## src/rtl/core/lpht_pkg.sv

```systemverilog
`timescale 1ns / 1ps
`default_nettype none
// ----------------------------------------------------------------------------
// lpht_pkg: shared types and constants of the linear-probe hash table
// Widths, operation and status codes, queue and slot layouts.
// ----------------------------------------------------------------------------
package lpht_pkg;

  localparam int unsigned INDEX_BITS  = 10;
  localparam int unsigned TABLE_SIZE  = 1 << INDEX_BITS;
  localparam int unsigned COUNT_W     = INDEX_BITS + 1;
  localparam int unsigned KEY_W       = 64;
  localparam int unsigned VALUE_W     = 10;
  localparam int unsigned OP_W        = 2;
  localparam int unsigned STATUS_W    = 3;
  localparam int unsigned IN_DATA_W   = 80;
  localparam int unsigned OUT_DATA_W  = 16;
  localparam int unsigned QUEUE_DEPTH = 2;
  localparam int unsigned QPTR_W      = $clog2(QUEUE_DEPTH);
  localparam int unsigned QCNT_W      = QPTR_W + 1;

  localparam logic [OP_W-1:0] OP_LOOKUP = 2'd0;
  localparam logic [OP_W-1:0] OP_INSERT = 2'd1;
  localparam logic [OP_W-1:0] OP_CLEAR  = 2'd2;

  localparam logic [STATUS_W-1:0] STATUS_OK       = 3'd0;
  localparam logic [STATUS_W-1:0] STATUS_MISS     = 3'd1;
  localparam logic [STATUS_W-1:0] STATUS_FULL     = 3'd2;
  localparam logic [STATUS_W-1:0] STATUS_DISABLED = 3'd3;
  localparam logic [STATUS_W-1:0] STATUS_CLEARED  = 3'd4;

  typedef enum logic [1:0] {
    CMD_LOOKUP,
    CMD_INSERT,
    CMD_CLEAR,
    CMD_NONE
  } cmd_e;

  typedef enum logic [1:0] {
    BK_SWEEP,
    BK_IDLE,
    BK_PROBE
  } back_state_e;

  typedef struct packed {
    cmd_e                  cmd;
    logic [KEY_W-1:0]      key;
    logic [VALUE_W-1:0]    value;
    logic [INDEX_BITS-1:0] home;
  } req_t;

  typedef struct packed {
    logic               valid;
    logic [VALUE_W-1:0] value;
    logic [KEY_W-1:0]   key;
  } slot_t;

endpackage
`default_nettype wire

```

## src/rtl/core/lpht_queue.sv

```systemverilog
`timescale 1ns / 1ps
`default_nettype none
// ----------------------------------------------------------------------------
// lpht_queue: request queue
// Short first-in first-out buffer between the front and the probe engine.
// ----------------------------------------------------------------------------
module lpht_queue (
  input  wire logic           clk_i,
  input  wire logic           rst_ni,
  input  wire logic           push_valid_i,
  output logic                push_ready_o,
  input  wire lpht_pkg::req_t push_data_i,
  output logic                head_valid_o,
  input  wire logic           pop_i,
  output lpht_pkg::req_t      head_data_o
);

  lpht_pkg::req_t               entry_q [lpht_pkg::QUEUE_DEPTH];
  logic [lpht_pkg::QPTR_W-1:0]  wr_ptr_q, rd_ptr_q;
  logic [lpht_pkg::QCNT_W-1:0]  count_q, count_d;
  logic                         push, pop;

  assign push_ready_o = (count_q != lpht_pkg::QCNT_W'(lpht_pkg::QUEUE_DEPTH));
  assign head_valid_o = (count_q != '0);
  assign head_data_o  = entry_q[rd_ptr_q];
  assign push         = push_valid_i && push_ready_o;
  assign pop          = pop_i && head_valid_o;

  always_comb begin
    count_d = count_q;
    if (push && !pop) begin
      count_d = count_q + lpht_pkg::QCNT_W'(1);
    end else if (pop && !push) begin
      count_d = count_q - lpht_pkg::QCNT_W'(1);
    end
  end

  always_ff @(posedge clk_i or negedge rst_ni) begin
    if (!rst_ni) begin
      wr_ptr_q <= '0;
      rd_ptr_q <= '0;
      count_q  <= '0;
    end else begin
      count_q <= count_d;
      if (push) begin
        wr_ptr_q <= wr_ptr_q + lpht_pkg::QPTR_W'(1);
      end
      if (pop) begin
        rd_ptr_q <= rd_ptr_q + lpht_pkg::QPTR_W'(1);
      end
    end
  end

  always_ff @(posedge clk_i) begin
    if (push) begin
      entry_q[wr_ptr_q] <= push_data_i;
    end
  end

  assert property (@(posedge clk_i) disable iff (!rst_ni)
    count_q <= lpht_pkg::QCNT_W'(lpht_pkg::QUEUE_DEPTH))
    else $error("queue count beyond depth");

  assert property (@(posedge clk_i) disable iff (!rst_ni)
    (push && !pop) |=> (count_q == $past(count_q) + lpht_pkg::QCNT_W'(1)))
    else $error("queue count did not follow a push");

  assert property (@(posedge clk_i) disable iff (!rst_ni)
    (count_q == '0) |-> (wr_ptr_q == rd_ptr_q))
    else $error("empty queue with pointers apart");

endmodule
`default_nettype wire

```

## config.mk

```make
export PLATFORM = sky130hd
export DESIGN_NAME = lpht_queue
export DESIGN_NICKNAME = d
export VERILOG_FILES = /design/src/rtl/core/lpht_pkg.sv /design/src/rtl/core/lpht_queue.sv
export SDC_FILE = /design/constraint.sdc
export NUM_CORES = 1
export LEC_CHECK = 0
export BUFFER_PORTS_ARGS = -buffer_cell sky130_fd_sc_hd__buf_2
export CORE_ASPECT_RATIO = 0.5
export CORE_MARGIN = 2
export CORE_UTILIZATION = 30
export CTS_CLUSTER_SIZE = 12
export DETAILED_ROUTE_END_ITERATION = 10
export PLACE_DENSITY = 0.6
export SLEW_MARGIN = 20
export SYNTH_ARGS = -nofsm -noshare
export SYNTH_HDL_FRONTEND = slang
export SYNTH_SLANG_ARGS = --single-unit
```

## constraint.sdc

```tcl
create_clock -name clk_i -period 7.5 [get_ports clk_i]
set_input_delay 0.375 -clock clk_i [delete_from_list [all_inputs] [get_ports clk_i]]
set_output_delay 0.375 -clock clk_i [all_outputs]
set_load 0.02 [all_outputs]
```

## Word-level counts from Yosys, hierarchy flattened

Memories as Yosys holds them, arrays and structs flattened.
Index checks and enable logic that the tools add are counted.

| cells by class | value |
|---|---|
| mux-type cells | 4 |
| add/sub/neg operators | 4 |
| eq/ne operators | 1 |
| reductions and logical operators | 8 |

Operators by type and width:

| kind | number |
|---|---|
| 1-bit logical AND | 4 |
| 2-bit two-way mux | 2 |
| 2-bit nonzero test | 2 |
| 1-bit adder, second input constant | 2 |
| 2-bit by 1-bit adder with 2-bit output, second input constant | 1 |
| 1-bit logical NOT | 2 |
| 1-bit two-way mux | 2 |
| 2-bit inequality test, second input constant | 1 |
| 2-bit by 1-bit subtractor with 2-bit output, second input constant | 1 |

| storage, ports and cells | value |
|---|---|
| memories kept | 1 |
| output and inout bits | 88 |
| bits in writable memories | 172 |
| input port bits | 90 |
| word-level logic and storage cells | 21 |
| flip-flop bits (word level) | 4 |

Memories:

| memory | depth | width | read ports | clocked after Yosys merged registers in | wr ports | RTL line | RTL |
|---|---|---|---|---|---|---|---|
| entry_q | 2 | 86 | 1 | 0 | 1 | lpht_queue.sv:18 | `lpht_pkg::req_t entry_q [lpht_pkg::QUEUE_DEPTH];` |

## Depth between registers and ports, before layout

| depth | value |
|---|---|
| depth after elaboration | 6 |
| gate-level depth with buffers | 7 |
| mapped depth without buffers | 7 |

## Least setup slack after synthesis

Ideal clock, no wire load.

| path | value |
|---|---|
| kind | register to register |
| from | register count_q[0] (netlist name) |
| to | memory entry_q[0][0] (netlist name), enable pin |
| data required time | 6.969 ns |
| path slack | 2.585 ns |
| stages on the path, launching flop included | 4 |
| arrival time | 4.383 ns |
| period minus slack after synthesis | 4.915 ns |
| path through | dfrtp_1 nand2b_1 nand2_1 nor2_1 |

| on the way | value |
|---|---|
| longest elaborated chain between the ends | 4 |

Ends and longest elaborated chain:

| element | RTL line | RTL |
|---|---|---|
| start, declared | lpht_queue.sv:20 | `logic [lpht_pkg::QCNT_W-1:0] count_q, count_d;` |
| start signal, assigned | lpht_queue.sv:44 | `count_q <= count_d;` |
| 2-bit inequality test | lpht_queue.sv:23 | `assign push_ready_o = (count_q != lpht_pkg::QCNT_W'(lpht_pkg::QUEUE_DEPTH));` |
| via push_ready_o | lpht_queue.sv:11 | `output logic push_ready_o,` |
| 1-bit logical AND | lpht_queue.sv:26 | `assign push = push_valid_i && push_ready_o;` |
| 1-bit two-way mux | lpht_queue.sv:55 | `if (push) begin` |
| 1-bit two-way mux (implied by the code) | lpht_queue.sv:56 | `entry_q[wr_ptr_q] <= push_data_i;` |
| end, declared | lpht_queue.sv:18 |  |

The timed path passes the listed nets, and every way through them passes these cells.

==> results.py <==
metrics = {
    "placement": {
        "dp_cells": 756,
        "dpl.hpwl_um": 8440,
        "portBuffers": 177,
        "post_dp_cell_area_um2": 7740,
        "post-place-ws_ps": 4900,
        "globalplace.congestion": 0.727,
    },
    "finish": {
        "stdcell_count": 790,
        "layout-drive-gt1-share_pct": 61.4,
        "utilization_pct": 38.9,
        "area_growth_syn_to_layout_pct": 28.1,
        "nFillCells": 1995,
        "final_cell_area_um2": 8350,
        "diodes": 0,
        "finalNetCount": 568,
    },
    "logic_synthesis": {
        "syn_area_per_cell_um2": 22.8,
        "synth_top_family_by_area": "multiplexers",
        "syn-num-nets": 377,
        "synth_mux_area_share_pct": 16.6,
        "synth_seq_cells": 176,
        "synth_compound_area_share_pct": 0,
        "synthAdderAreaFrac_pct": 0.192,
        "yosys.area_share.xor_xnor_pct": 0.672,
        "postSynthCellCount": 286,
        "async_flop_share_pct": 2.27,
        "synth-main-ff-cell": "edfxtp_1",
        "synth_edf_count": 172,
        "netlist_area_um2": 6520,
        "ys_warn_count": 0,
        "yosysUniqueCellTypes": 15,
        "synth_simple_gate_area_share_pct": 0.518,
        "ys_seq_area_share_pct": 80.7,
    },
    "global_route": {
        "first_global_vias": 3222,
        "grt_start_max_net_pins": 77,
        "grt-ovfl-total": 0,
        "grt_util_all_layers_pct": 11.0,
        "grt_pass1_wl_um": 18100,
        "antenna_found_initial": 0,
        "use_met3_pct": 2.64,
        "grt-busiest-layer": "met2",
        "grt_use_met2_pct": 21.1,
        "met1_usage_pct": 11.6,
    },
    "floorplanning": {
        "initial_core_util_pct": 30.3,
        "io_pins": 178,
        "dieHeight_um": 108,
        "die_w_um": 213,
        "dieArea_um2": 23000,
        "row_count": 38,
        "coreArea_um2": 21500,
    },
    "worst_setup_path": {
        "required_ps": 7120,
        "critPathMaxFanout": 46,
        "worstSetupPathType": "reg2out",
        "reg2reg_depth": 5,
        "critPathCaptureType": "output port",
        "worstPathArrival_ps": 2620,
        "start_kind": "flip-flop",
    },
    "cts": {
        "clk_latency_ps": 420,
        "cts-root-buf": "clkbuf_16",
        "clockBufferDepth": 2,
        "ctsHoldBuffers": 1,
        "post_cts_buffers": 0,
        "tritoncts": "built",
        "h-tree-depth": 4,
        "cts_sinks": 176,
        "clkSlewWorstSetupHoldPaths_ps": 70,
        "cts_made_buffers": 17,
        "cts_resized": 0,
    },
    "route": {
        "postRouteWirelength_um": 12600,
        "ant_nets": 0,
        "wl_per_cell_um": 16.0,
        "drt_iter0_markers": 176,
        "viasPerCell": 4.06,
        "via_count": 3209,
        "first_pass_iters": 4,
        "drc": 0,
    },
    "timing": {
        "rsz0062_at_grt": "false",
        "post-route-period-util_pct": 39.9,
        "slew_viol_final": 0,
        "fin_crit_ps": 3000,
        "relSlewSlack_pct": 52.2,
        "whs_ps": 137,
        "worst_clock_skew_ps": 9.45,
        "hold_viol": 0,
        "setup_viol": 0,
        "fin_ws_ps": 4500,
        "setup_tns_ps": 0,
        "worst_slew_pin_slew_ps": 716,
        "max_freq_ghz": 0.334,
    },
    "pwr": {
        "p_leak_nw": 3.16,
        "power_density_nw_per_um2": 408,
        "vdd_drop_max_mv": 0.150,
        "finalPower_mw": 3.41,
    },
    "worst_hold_path": {
        "hold_path_class": "in2reg",
        "hold_depth": 1,
    },
    "run": {
        "cap_violations": 0,
    },
    "run_status": {
        "status": "completed",
    },
}
==> logic make-up after synthesis <==
family | Yosys count
DFF | 176
and+or+nand+nor | 7
buffers and inverters | 11
adders and majority gates | 1
muxes | 86
xor gates and xnor gates | 5
==> power breakdown <==
part	internal [mW]	switching [mW]
sequential	1.35	0.106
clock	0.494	0.376
combinational	0.457	0.628
==> synth_stat cells (2+ instances only) <==
cell type  number  area (um^2)
buf_6           5         56.3
nor2_1          2         7.51
dfrtp_1         4          100
xnor2_1         3         26.3
buf_2           5         25.0
mux2_4         30          450
mux2_2         56          631
nand2_1         2         7.51
xor2_1          2         17.5
edfxtp_1      172         5160
==> worst paths after layout <==
check,start,to,slack (ps)
worst max-delay path,rd_ptr_q,head_data_o[25],4500
worst min-delay path,push_data_i[81],entry_q[0][81],140
worst max register to register,count_q[0],entry_q[0][52],5250
worst min register to register,count_q[1],count_q[1],500
max in group asynchronous,rst_ni,rd_ptr_q,7070
min in group asynchronous,rst_ni,rd_ptr_q,300
==> critical path: stages, from the launching register on <==
cell	delay, ps
dfrtp_4	880
buf_4	680
mux2_2	420
buf_2	160
==> metal layers <==
layer / part of all wire, % / up-vias
met2: 59 / 52
met1: 36 / 1626
met3: 2.9 / 18
li1: - / 1513
met5: 0 / -
met4: 1.5 / 0
==> cell usage in the layout, fill, tap and decap left out, drive strengths merged <==
master         n
buf          181
edfxtp       172
mux2          86
clkbuf        17
clkinv         6
inv            5
dfrtp          4
xnor2          3
clkinvlp       3
nand2          2
xor2           2
bufinv         2
nor2           2
nand2b         1
or2            1
and3           1
ha             1
dlygate4sd3    1
==> final cells by class <==
type,count,area (um^2),share of cell area [%]
sequential,176,5270,63.1
multi-input combinational,99,1180,14.2
timing repair buffer,182,938,11.2
clock buffer,17,425,5.09
tap,300,375,4.49
clock inverter,15,159,1.90
inverter,1,3.75,0.0449
==> state kept, by name (all words and copies together) (netlist names) <==
signal and cells:
entry_q 172, count_q 2, rd_ptr_q 1, wr_ptr_q 1
(Power assumes the default switching activity.)
