`src/rtl/core/lpht_pkg.sv`:
```
`timescale 1ns / 1ps
`default_nettype none
// ----------------------------------------------------------------------------
// lpht_pkg: shared types and constants of the linear-probe hash table
// Widths, operation and status codes, queue and slot layouts.
// ----------------------------------------------------------------------------
package lpht_pkg;

  localparam int unsigned INDEX_BITS  = 10;
  localparam int unsigned TABLE_SIZE  = 1 << INDEX_BITS;
  localparam int unsigned COUNT_W     = INDEX_BITS + 1;
  localparam int unsigned KEY_W       = 64;
  localparam int unsigned VALUE_W     = 10;
  localparam int unsigned OP_W        = 2;
  localparam int unsigned STATUS_W    = 3;
  localparam int unsigned IN_DATA_W   = 80;
  localparam int unsigned OUT_DATA_W  = 16;
  localparam int unsigned QUEUE_DEPTH = 2;
  localparam int unsigned QPTR_W      = $clog2(QUEUE_DEPTH);
  localparam int unsigned QCNT_W      = QPTR_W + 1;

  localparam logic [OP_W-1:0] OP_LOOKUP = 2'd0;
  localparam logic [OP_W-1:0] OP_INSERT = 2'd1;
  localparam logic [OP_W-1:0] OP_CLEAR  = 2'd2;

  localparam logic [STATUS_W-1:0] STATUS_OK       = 3'd0;
  localparam logic [STATUS_W-1:0] STATUS_MISS     = 3'd1;
  localparam logic [STATUS_W-1:0] STATUS_FULL     = 3'd2;
  localparam logic [STATUS_W-1:0] STATUS_DISABLED = 3'd3;
  localparam logic [STATUS_W-1:0] STATUS_CLEARED  = 3'd4;

  typedef enum logic [1:0] {
    CMD_LOOKUP,
    CMD_INSERT,
    CMD_CLEAR,
    CMD_NONE
  } cmd_e;

  typedef enum logic [1:0] {
    BK_SWEEP,
    BK_IDLE,
    BK_PROBE
  } back_state_e;

  typedef struct packed {
    cmd_e                  cmd;
    logic [KEY_W-1:0]      key;
    logic [VALUE_W-1:0]    value;
    logic [INDEX_BITS-1:0] home;
  } req_t;

  typedef struct packed {
    logic               valid;
    logic [VALUE_W-1:0] value;
    logic [KEY_W-1:0]   key;
  } slot_t;

endpackage
`default_nettype wire

```
`src/rtl/core/lpht_front.sv`:
```
`timescale 1ns / 1ps
`default_nettype none
// ----------------------------------------------------------------------------
// lpht_front: input stage
// Accepts items, decodes the operation, works out the home slot and holds
// the classified request until the queue takes it.
// ----------------------------------------------------------------------------
module lpht_front (
  input  wire logic                              clk_i,
  input  wire logic                              rst_ni,
  input  wire logic                              s_axis_tvalid,
  output logic                                   s_axis_tready,
  input  wire logic [lpht_pkg::IN_DATA_W-1:0]    s_axis_tdata,  // key, value_in, zero pad
  input  wire logic [lpht_pkg::OP_W-1:0]         s_axis_tuser,  // operation
  input  wire logic                              clearing_i,
  output logic                                   push_valid_o,
  input  wire logic                              push_ready_i,
  output lpht_pkg::req_t                         push_data_o
);

  lpht_pkg::req_t  hold_q, hold_d, req_in;
  logic            hold_valid_q, hold_valid_d;
  logic            accept;

  always_comb begin
    req_in.key   = s_axis_tdata[lpht_pkg::KEY_W-1:0];
    req_in.value = s_axis_tdata[lpht_pkg::KEY_W +: lpht_pkg::VALUE_W];
    req_in.home  = s_axis_tdata[lpht_pkg::INDEX_BITS-1:0];
    unique case (s_axis_tuser)
      lpht_pkg::OP_LOOKUP: req_in.cmd = lpht_pkg::CMD_LOOKUP;
      lpht_pkg::OP_INSERT: req_in.cmd = lpht_pkg::CMD_INSERT;
      lpht_pkg::OP_CLEAR:  req_in.cmd = lpht_pkg::CMD_CLEAR;
      default:             req_in.cmd = lpht_pkg::CMD_NONE;
    endcase
  end

  // take no item while the table is being swept
  assign s_axis_tready = (!hold_valid_q || push_ready_i) && !clearing_i;
  assign accept        = s_axis_tvalid && s_axis_tready;
  assign push_valid_o  = hold_valid_q;
  assign push_data_o   = hold_q;

  always_comb begin
    hold_d       = hold_q;
    hold_valid_d = hold_valid_q;
    if (accept) begin
      hold_d       = req_in;
      hold_valid_d = 1'b1;
    end else if (push_ready_i) begin
      hold_valid_d = 1'b0;
    end
  end

  always_ff @(posedge clk_i or negedge rst_ni) begin
    if (!rst_ni) begin
      hold_valid_q <= 1'b0;
    end else begin
      hold_valid_q <= hold_valid_d;
    end
  end

  always_ff @(posedge clk_i) begin
    hold_q <= hold_d;
  end

endmodule
`default_nettype wire

```
`config.mk`:
```
export PLATFORM = sky130hd
export DESIGN_NAME = lpht_front
export DESIGN_NICKNAME = d
export VERILOG_FILES = /design/src/rtl/core/lpht_pkg.sv /design/src/rtl/core/lpht_front.sv
export SDC_FILE = /design/constraint.sdc
export NUM_CORES = 1
export LEC_CHECK = 0
export ABC_CLOCK_PERIOD_IN_PS = 13200
export BUFFER_PORTS_ARGS = -buffer_cell sky130_fd_sc_hd__clkbuf_2
export CAP_MARGIN = 20
export CORE_MARGIN = 5
export CORE_UTILIZATION = 45
export CTS_BUF_LIST = sky130_fd_sc_hd__clkbuf_8
export DETAILED_ROUTE_END_ITERATION = 10
export PLACE_DENSITY = 0.95
export SKIP_CTS_REPAIR_TIMING = 1
export SLEW_MARGIN = 15
export SYNTH_ARGS = -nofsm -noshare
export SYNTH_HDL_FRONTEND = slang
export SYNTH_SLANG_ARGS = --single-unit
```
`constraint.sdc`:
```
create_clock -name clk_i -period 13.2 [get_ports clk_i]
set_input_delay 1.98 -clock clk_i [delete_from_list [all_inputs] [get_ports clk_i]]
set_output_delay 1.98 -clock clk_i [all_outputs]
set_load 0.01 [all_outputs]
```
---- Yosys cells after proc, flatten, opt, wreduce, memory -nomap -nowiden ----
Index checks and enable logic that the tools add are counted.
operators by class
  add/subtract/negate cells ............... 0
  multiply operators ...................... 0
  div/mod/pow operators ................... 0
  magnitude comparators ................... 0
  equal/unequal tests ..................... 2
  shifts and indexed selects .............. 0
  mux-type cells .......................... 3
  bitwise operators ....................... 0
  reduce and logical (&&, ||, !) cells .... 7
operators by type and width
  kind                                                                    count
  2-bit case mux with 3 select lines                                      1
  2-bit by 1-bit equality test with 1-bit output (second input constant)  1
  2-bit equality test (second input constant)                             1
  1-bit logical AND                                                       2
  1-bit zero test                                                         2
  2-bit zero test                                                         1
  1-bit two-way mux                                                       2
  2-bit nonzero test                                                      1
  1-bit logical OR                                                        1
storage, ports and cells
  flip-flop bits (word level) ............. 87
  latch bits .............................. 0
  bits in writable memories ............... 0
  bits in read-only memories .............. 0
  bits of input ports ..................... 87
  output and inout bits ................... 88
  logic and storage cells ................. 17
  memories kept ........................... 0

---- Logic depth before layout (Yosys ltp) ----
Gate-level depths: netlist of the first run.
  depth after elaboration ................. 5
  mapped depth ............................ 2
  depth with buffers taken out ............ 2

---- Worst setup path before layout of the first run ----
Ideal clock, no wire load.
  kind .................................... input port to flip-flop
  start point ............................. in clearing_i
  end point ............................... reg hold_q, in the netlist push_data_o[10], enable pin
  setup time .............................. 0.510 ns
  arrival ................................. 5.301 ns
  required time ........................... 12.690 ns
  setup slack ............................. 7.389 ns
  stages on the path ...................... 2
  buffers on the path ..................... 0
  path through ............................ nand2b_1 -> nor2_1
on the way
  longest elaborated chain between the ends .. 3
ends and longest elaborated chain
  item                  RTL line          RTL
  from (decl)           lpht_front.sv:15  input wire logic clearing_i,
  1-bit zero test       lpht_front.sv:38  assign s_axis_tready = (!hold_valid_q || push_ready_i) && !clearing_i;
  1-bit logical AND     lpht_front.sv:38
  1-bit logical AND     lpht_front.sv:39  assign accept = s_axis_tvalid && s_axis_tready;
  via accept            lpht_front.sv:23  logic accept;
  to (signal assigned)  lpht_front.sv:63  hold_q <= hold_d;
  to (decl)             lpht_front.sv:21  lpht_pkg::req_t hold_q, hold_d, req_in;
The timed path passes the listed nets, and every way through them passes these cells.
A chain may end at the register's enable or synchronous reset.

---- Worst setup path after layout of the first run ----
  start point ............................. in push_ready_i
  end point ............................... out s_axis_tready
on the way
  longest elaborated chain between the ends .. 2
ends and longest elaborated chain
  item               RTL line          RTL
  from (decl)        lpht_front.sv:17  input wire logic push_ready_i,
  1-bit logical OR   lpht_front.sv:38
  1-bit logical AND  lpht_front.sv:38
  to (decl)          lpht_front.sv:12  output logic s_axis_tready,
Every way passes these cells.

==> results.txt, run 1 <==
The mean number of vias per cell came out at about 4.4. The CTS buffer count came out at 9. The routed design could run at a clock period as short as ~4.4 ns. The layout-stage area growth over the synthesis result came out at 43.0%. The actual slew at the worst max-slew pin came out at ~0.9 ns. Clock-pin slew was measured on the worst setup and hold paths at around 0.060 ns. The later-pin clock latency in the skew report came out at 0.33 ns. The largest voltage drop on the vdd net is ~120 µV. The worst register-to-register path has a depth of 3. The worst clock skew is about 0.01 ns. The horizontal die dimension is 83.4 µm.

The number of antenna violations at the first check in global routing was 0. During I/O placement, the number of pins put on the boundary was 175. The number of fill cells came out at slightly below 400. The diode insertion count for antenna repair is 0.

STA classifies the critical path endpoint as an output port. The most critical setup path has its endpoint at s_axis_tready. The path category of the worst min-delay check is flop to flop. The clock sink count came out at a little under 80.

The number of placement rows is 26. The area of the die came out at ~7000 µm². TritonCTS built the clock tree. The worst pin sits at a relative slew slack of 0.399. Setup repair after global routing left no endpoint under its margin. After detailed routing, the average wire length per cell comes to 16.5 µm.

The number of nets still failing antenna checks after routing is 0. The initial core utilization came out at 0.469. The wire length after detailed routing came out at ~5500 µm.

The path type of the worst setup path is input pin to output port. The global-route wire length before repair is 8210 µm. The worst reg2reg path startpoint is push_valid_o.

The final number of max-transition violations is 0. The largest net degree at the start of global routing came out at 77. The number of remaining DRC errors is 0.

The library cells used most frequently in the layout, excluding fill and tap cells, are clkbuf_2, edfxtp_1, clkbuf_8. The routed layout has about 1,500 vias. The number of maximum-capacitance violations is 0. At the end of the flow, the number of nets in the layout was ~350. The number of warnings issued by yosys came out at 0. The maximum fanout along the worst path is 3.

The worst register-to-register path has a setup slack of around 11 ns. The endpoint arrival time on the critical path came out at between 2 and 2.5 ns. For this run, the detailed router's first-pass iteration total came to 4. The global router's overall resource usage came out at 0.158.

In this run the static leakage power is 1.54 nW. The worst setup path is launched from an input pin. The cell chosen for the clock root is clkbuf_8. The count of mapped cells out of synthesis is 94.

Power spread over the standard cell area amounts to around 140 nW/µm². The via count of the first global-routing pass is 1,644. The area of the mapped netlist is 2420 µm². Setup violations remaining at the end of the flow were counted as 0.

After global routing the overflow that remains totals 0. From bottom edge to top edge, the die measures approximately 83 µm. The number of violations reported at the end of detailed-routing iteration 0 is 53. The area used by sequential logic in the layout came out at 2310 µm². The post-synthesis register bit count is 77. Synthesis produced a netlist with a net count of approximately 180. The required time of the critical path came out at about 11 ns. The number of levels in the clock H-tree is 3.

The count of buffers from port buffering came out at between 150 and 200. The clock passes through at most 2 buffers. The weighted congestion at the end of routability-driven global placement came out at about 0.76. The multi-input gate area in the final layout came out at about 41 µm².

In this run, distinct cell masters in the synthesized netlist total 7. The post-route standard cell area excluding fillers is between 3000 and 4000 µm². The total core area came out at about 5200 µm².

The final hold violation count came out at 0. In the final layout, the share of cells above drive strength 1 is 0.693. The critical path startpoint is push_ready_i.

In this run the cell area measured after placement is between 3000 and 4000 µm². The tightest hold path in the finished design has a slack of between 0.7 and 0.8 ns. The summed negative setup slack over all endpoints is 0 ns. Leaving out fill and tap cells, the most frequent cell in the layout is clkbuf_2.

The sequential cell area fraction in the yosys report came out at 0.952. In this run the critical register-to-register path is captured at push_data_o[53]. The total power after layout is around 480 µW. The portion of the clock cycle consumed by the worst path in the final layout came out at 0.331. Dividing the synthesized area by the synthesized cell count gives roughly 26 µm².

Based on the critical path, the design can be clocked at up to about 0.23 GHz. The run finished with clean final reports.
## synth_stat cells
| cell type | instances | area, µm² |
|---|---|---|
| edfxtp_1 | 76 | 2280 |
| clkbuf_1 | 2 | 7.51 |
| nand2b_1 | 2 | 12.5 |
| nor2_1 | 2 | 7.51 |
| buf_4 | 10 | 75.1 |
| nor2b_4 | 1 | 13.8 |
| dfrtp_1 | 1 | 25.0 |
## final cells by class
cell class | count | area share
sequential | 77 | 0.666
timing repair buffer | 169 | 0.245
clock buffer | 9 | 0.0357
tap | 70 | 0.0253
clock inverter | 7 | 0.0166
multi-input combinational | 5 | 0.0119
## report_power, final
group          leakage, nW  internal, mW  switching, mW  total (mW)
clock network        0.101        0.0847         0.0774       0.162
logic                0.721        0.0160         0.0188      0.0347
registers            0.720         0.281        0.00314       0.285
## logic make-up (layout without fill, tap and decap cells)
logic type | Yosys count | in the layout | synth area share
flops | 77 | 77 | 0.952
buf+inv | 12 | 185 | 0.0341
simple gates | 5 | 5 | 0.0139
## through the flow
step           worst slack (ns)  std cells  utilization
6_report                   8.82        337        0.670
3_3_place_gp               8.83        321        0.635
4_1_cts                    8.82        337        0.670
3_5_place_dp               8.83        321        0.635
5_1_grt                    8.79        337        0.670
2_1_floorplan              7.39         94            -
## critical path, stage by stage
cell	delay, ns
clkbuf_2	0.10
nor2b_4	0.14
nor2_1	0.05
clkbuf_2	0.12
## sequential cells by signal, indices dropped and copies added (netlist names)
signal	cells
push_data_o	76
push_valid_o	1
## how the worst min path moves through the flow
stage / startpoint / to / slack (ns) / cells past startpoint
after floorplan: push_valid_o / push_valid_o / 0.66 / 2
after detailed placement: push_valid_o / push_valid_o / 0.70 / 2
final: push_valid_o / push_valid_o / 0.70 / 2
after global placement: push_valid_o / push_valid_o / 0.68 / 2
after CTS: push_valid_o / push_valid_o / 0.72 / 2
after global routing: push_valid_o / push_valid_o / 0.74 / 2
## metal layers
metal / GRT usage / up-vias / routed length, µm
li1: - / 686 / -
met1: 0.170 / 678 / 1990
met2: 0.269 / 109 / 2880
met3: 0.0604 / 9 / 594
met4: 0.0802 / 0 / 76
met5: 0 / - / 0
(Power assumes the default switching activity.)
==> run 2, diff against run 1 <==
ABC_CLOCK_PERIOD_IN_PS = 3700   (was 13200)
CORE_UTILIZATION = 37   (was 45)
PLACE_DENSITY = 0.88   (was 0.95)
clock period = 3.7 ns   (was 13.2 ns; I/O delays follow)
==> run 2 against run 1 <==
Against the previous run: combinational power grew to 3.6 times the previous value; sequential power rose to 3.5 times the previous value; core utilization fell by 12 points; largest cell class unchanged.
==> results.txt, run 2 (same netlist as run 1, synthesis figures left out) <==
The number of buffer and inverter instances along the worst setup path is 1 (-1). The final number of max-transition violations is 0 (unchanged). The total power after layout is 1.71 mW (+260%). The delay of the slowest cell on the worst path came out at 0.38 ns (+0.24 ns). The clock sink count came to 77 (unchanged). The power density normalized to cell area came out at 491 nW/µm² (+250%). The kind of start point of the critical path is a flop.

The weighted congestion at the end of routability-driven global placement came out at 0.676 (-11%). The number of antenna violations at the first check in global routing came out at 2 (+2). The total vias in the final route was 1,488 (+0.40%). Counting I/O delays and the setup requirement, the final critical path takes 1.63 ns. The HPWL after detailed placement is about 4400 µm. The wire length after detailed routing came to 5440 µm (-2.0%). The horizontal die dimension is 90.9 µm (+9.1%). The global router's overall resource usage came out at 0.133 (-0.0250). The area used by sequential logic in the layout is 2310 µm² (unchanged). The multi-input gate area in the final layout is 41.3 µm² (unchanged).

The number of remaining DRC errors is 0 (unchanged). The clock tree from TritonCTS is built. The fraction of layout instances using a drive strength above 1 is 0.684 (-0.00887). The number of maximum-capacitance violations came out at 0 (unchanged). The endpoint arrival time on the critical path is 1.08 ns (-1.32 ns). The number of fill cells came out at 502 (+30%). The maximum clock frequency is ~0.61 GHz. The final net count was 351 (+0.57%). The count of buffers from port buffering came out at 168 (unchanged). The number of placement rows came to 29 (+12%).

The largest net degree at the start of global routing came out at 39 (-49%). The height of the chip came out at 90.9 µm (+9.1%). The required time of the critical path came out at 3.14 ns (-8.08 ns). The global-route wire length before repair is 8510 µm (+3.6%).

The number of levels in the clock H-tree came to 3 (unchanged). The initial core utilization is 0.382 (-0.0869). The summed negative setup slack over all endpoints came out at 0 ns (unchanged).

Setup repair after global routing left no endpoint under its margin. The total core area came out at 6350 µm² (+23%). The static leakage is 1.54 nW (about the same). The via count of the first global-routing pass is 1,651 (+0.43%). The aggregate global routing overflow came out at 0 (unchanged). The number of nets still failing antenna checks after routing is 0 (unchanged). The final hold violation count came out at 0 (unchanged).

On the critical path the largest part of the delay comes from flip-flops. Leaving out fill and tap cells, the most frequent cell in the layout is clkbuf_2. The cell type of the slowest stage on the worst timing path is dfrtp_1. The diode insertion count for antenna repair is 0 (unchanged). From synthesis to final layout, the design area changed by 44.1%. The largest voltage drop on the vdd net came out at 356 µV (+210%). The clock-pin transition on the worst setup and hold timing paths came out at 0.08 ns (+0.02 ns). The portion of the clock cycle consumed by the worst path in the final layout came out at 0.442. The run finished with clean final reports.

The number of top-level pins is 175 (unchanged). The final routed wire length divided by cell count is 15.7 µm (-4.6%). The later-pin clock latency in the skew report came out at 0.33 ns (about the same). The top cell types in the final layout, fill and taps aside, are clkbuf_2, edfxtp_1, clkbuf_8. The tree is rooted in a clkbuf_8. The area of the die came to 8270 µm² (+19%). Walking the worst path, the cells encountered are nor2b_4 -> nor2_1 -> clkbuf_2.

The worst clock skew came to 0.00973 ns (-0.000276 ns). The setup violation total in the final timing report is 0 (unchanged). The path type of the worst setup path is flop to output port.

The maximum fanout along the worst path came out at 3 (unchanged). The number of flip-flops in the largest register came to 76 (unchanged). The number of violations reported at the end of detailed-routing iteration 0 came out at 37 (-30%).

The mean number of vias per cell came out at 4.30 (-2.2%). The worst slew slack as a fraction of its limit is 0.686 (+0.287). The CTS buffer count was 9 (unchanged). The worst hold-check slack came out at 0.391 ns (-0.312 ns).

The actual slew at the worst max-slew pin is 0.471 ns (-0.431 ns). The worst hold path belongs to the class input pin to flop. The number of iterations in the first detailed-routing pass came to 2 (-2). STA classifies the critical path endpoint as an output port. The maximum number of buffers from clock root to sink came out at 2 (unchanged).
run 2: metrics by stage:
step | utilization | setup WS (ns) | std cells | instance area, µm²
2_1_floorplan | - | 0.587 | 94 | 2430
3_3_place_gp | 0.520 | 2.01 | 329 | 3300
3_5_place_dp | 0.520 | 1.95 | 329 | 3300
4_1_cts | 0.548 | 2.03 | 345 | 3480
5_1_grt | 0.550 | 2.00 | 346 | 3490
6_report | 0.550 | 2.07 | 346 | 3490
run 2: path summary, 6_finish.rpt:
kind,start,endpoint,slack (ns),depth (start not counted)
min in group asynchronous,rst_ni,push_valid_o,0.53,2
min,s_axis_tdata[20],push_data_o[40],0.39,1
max,push_valid_o,s_axis_tready,2.07,3
min reg2reg,push_valid_o,push_valid_o,0.68,2
max reg2reg,push_valid_o,push_data_o[66],2.28,3
max in group asynchronous,rst_ni,push_valid_o,3.09,2
run 2: where the power goes:
part	total, mW	internal [mW]	leakage, nW	switching [mW]
sequential	1.01	1.00	0.720	0.0103
clock	0.576	0.301	0.0929	0.275
combinational	0.124	0.0585	0.730	0.0657
run 2: layer usage:
| metal | vias up | global-route usage | wire length [µm] |
|---|---|---|---|
| met5 | - | 0 | 19 |
| li1 | 691 | - | - |
| met3 | 13 | 0.0694 | 712 |
| met1 | 682 | 0.133 | 1840 |
| met4 | 4 | 0.0660 | 88 |
| met2 | 98 | 0.225 | 2770 |
run 2: cell type report:
type / instances / share of cell area
flip-flops and latches: 77 / 0.661
multi-input cells: 5 / 0.0118
clock buffers: 9 / 0.0355
well taps: 77 / 0.0276
clock inverters: 7 / 0.0165
repair buffers: 171 / 0.248
run 2: worst register-to-register path, delay by kind of cell, from the launching register on:
| family | cells | cell delay (ns) |
|---|---|---|
| buf+inv | 1 | 0.42 |
| flops | 1 | 0.38 |
| simple gates | 2 | 0.24 |
==> run 3, diff against run 2 <==
ABC_CLOCK_PERIOD_IN_PS = 1500   (was 3700)
clock period = 1.5 ns   (was 3.7 ns; I/O delays follow)
==> run 3 against run 2 <==
Against the previous run: sequential cell count unchanged; clock skew fell by 0.00091 ns; power up 140%; largest cell class unchanged.
==> results.txt, run 3 (same netlist as run 1, synthesis figures left out) <==
The horizontal die dimension was 90.9 µm (unchanged). The signal on the critical path passes through nor2b_4 -> nor2_1 -> clkbuf_2. The flow ran to the end, and the final reports show no timing, DRC or antenna violations. The setup violation total in the final timing report came out at 0 (unchanged). The number of antenna violations at the first check in global routing came out at 0 (-2). The maximum fanout along the worst path came to 3 (unchanged).

The aggregate global routing overflow is 0 (unchanged). The multi-input gate area in the final layout came to 41.3 µm² (unchanged). The number of violations reported at the end of detailed-routing iteration 0 came out at 71 (+92%). The routed design could run at a clock period as short as around 1.3 ns.

The CTS buffer count came out at 9 (unchanged). The number of maximum-capacitance violations came out at 0 (unchanged). The final number of max-transition violations came out at 0 (unchanged).

The largest voltage drop on the vdd net came out at 591 µV (+66%). The post-route standard cell area excluding fillers is 3480 µm² (-0.22%). The mean number of vias per cell is 4.38 (+1.8%). The count of buffers from port buffering was 168 (unchanged).

The clock-pin transition on the worst setup and hold timing paths is 0.08 ns (about the same). The global-route wire length before repair came out at 8590 µm (+0.98%). The area used by sequential logic in the layout was 2310 µm² (unchanged).

The number of remaining DRC errors is 0 (unchanged). The cell type of the slowest stage on the worst timing path is dfrtp_1. The height of the chip is 90.9 µm (unchanged). In the layout the commonest cells are clkbuf_2, edfxtp_1, clkbuf_8. The global router's overall resource usage came out at 0.133 (+0.000810).

The final routed wire length divided by cell count is 16.1 µm (+2.3%). The number of top-level pins came out at 175 (unchanged). The HPWL after detailed placement came out at 4390 µm (+0.71%). STA classifies the critical path startpoint as a flop. The number of iterations in the first detailed-routing pass is 4 (+2). The maximum number of buffers from clock root to sink is 2 (unchanged). The worst slew slack as a fraction of its limit came out at 0.863 (+0.177). The standard cell area after detailed placement came out at 3330 µm² (+0.76%). The portion of the clock cycle consumed by the worst path in the final layout came out at 0.880.

The total vias in the final route came out at 1,510 (+1.5%). The static leakage is 1.55 nW (+0.21%). The path category of the worst min-delay check is input pin to flop. The via count of the first global-routing pass is 1,701 (+3.0%). The summed negative setup slack over all endpoints came out at 0 ns (unchanged). The number of fill cells came out at 535 (+6.6%). The weighted congestion at the end of routability-driven global placement came out at 0.709 (+4.8%). The most common cell after layout, fill and taps aside is clkbuf_2. The endpoint arrival time on the critical path is 1.10 ns (+0.02 ns).

The area growth from synthesis to layout is 43.8%. The worst clock skew came out at 0.00883 ns (-0.000907 ns). The delay of the slowest cell on the worst path is 0.38 ns (about the same). The number of levels in the clock H-tree came to 3 (unchanged). Setup repair after global routing left no endpoint under its margin. The final hold violation count came out at 0 (unchanged). The initial core utilization was 0.382 (unchanged).

The number of nets still failing antenna checks after routing came out at 0 (unchanged). The worst setup path is captured at an output port. The area of the die came out at 8270 µm² (unchanged).

The fraction of layout instances using a drive strength above 1 is 0.683 (-0.00118). The critical path is of the flop to output port type. The total core area was 6350 µm² (unchanged). The clock sink count is 77 (unchanged). The worst hold-check slack is 0.0621 ns (-0.329 ns). The final net count is 351 (unchanged). The power density normalized to cell area is 1160 nW/µm² (+140%). The wire length after detailed routing came out at 5540 µm (+2.0%).

The clock tree from TritonCTS is built. The diode insertion count for antenna repair came out at 0 (unchanged). The number of placement rows was 29 (unchanged).

The post-route core utilization is 0.549 (-0.00118). The required time of the critical path came out at 1.27 ns (-1.87 ns). CTS placed an instance of clkbuf_8 at the clock tree root.

The number of flip-flops in the largest register came to 76 (unchanged). The largest net degree at the start of global routing is 39 (unchanged). The actual slew at the worst max-slew pin is 0.205 ns (-0.266 ns). The later-pin clock latency in the skew report came out at 0.33 ns (about the same). The maximum clock frequency is ~0.76 GHz.
-- run 3: changes by cell type in the layout (fill, tap and decap cells not counted), sizes merged --
cell and change:
inv +2, clkinvlp -1, clkinv -1, bufinv -1
-- run 3: layer usage --
metal	track usage	routed length, µm	part of all wire	vias to the layer above
li1	-	-	-	689
met1	0.135	1860	0.33	710
met2	0.229	2930	0.53	98
met3	0.0612	633	0.11	13
met4	0.0709	120	0.022	0
met5	0	0	0	-
-- run 3: final cells by class --
type                       instances  area share
clock buffer                       9      0.0355
clock inverter                     6     0.00718
multi-input combinational          5      0.0118
sequential                        77       0.662
tap                               77      0.0276
timing repair buffer             171       0.256
-- run 3: critical path: cells and delay by family (launching register included) --
family,cells,cell delay (ns)
buffers and inverters,1,0.15
DFF,1,0.38
and+or+nand+nor,2,0.25
-- run 3: path summary, 6_finish.rpt --
kind,startpoint,end,slack [ns],cells past startpoint
min in group asynchronous,rst_ni,push_valid_o,0.20,2
max reg2reg,push_valid_o,push_data_o[41],0.28,3
min,s_axis_tdata[64],push_data_o[10],0.06,1
max,push_valid_o,s_axis_tready,0.18,3
min reg2reg,push_valid_o,push_valid_o,0.69,2
max in group asynchronous,rst_ni,push_valid_o,1.21,2
-- run 3: report_power, final --
| part | total, mW | switching [mW] | internal (mW) |
|---|---|---|---|
| Combinational | 0.318 | 0.165 | 0.153 |
| Sequential | 2.50 | 0.0275 | 2.48 |
| Clock | 1.22 | 0.658 | 0.562 |
| Total | 4.04 | 0.851 | 3.19 |
-- run 3: metrics by stage --
| stage | power, mW | setup slack (ns) | cells |
|---|---|---|---|
| 2_1_floorplan | 2.66 | -0.571 | 94 |
| 3_3_place_gp | 2.86 | 0.265 | 329 |
| 3_5_place_dp | 2.88 | 0.252 | 329 |
| 4_1_cts | 4.10 | 0.151 | 344 |
| 5_1_grt | 4.22 | 0.0744 | 345 |
| 6_report | 4.04 | 0.180 | 345 |
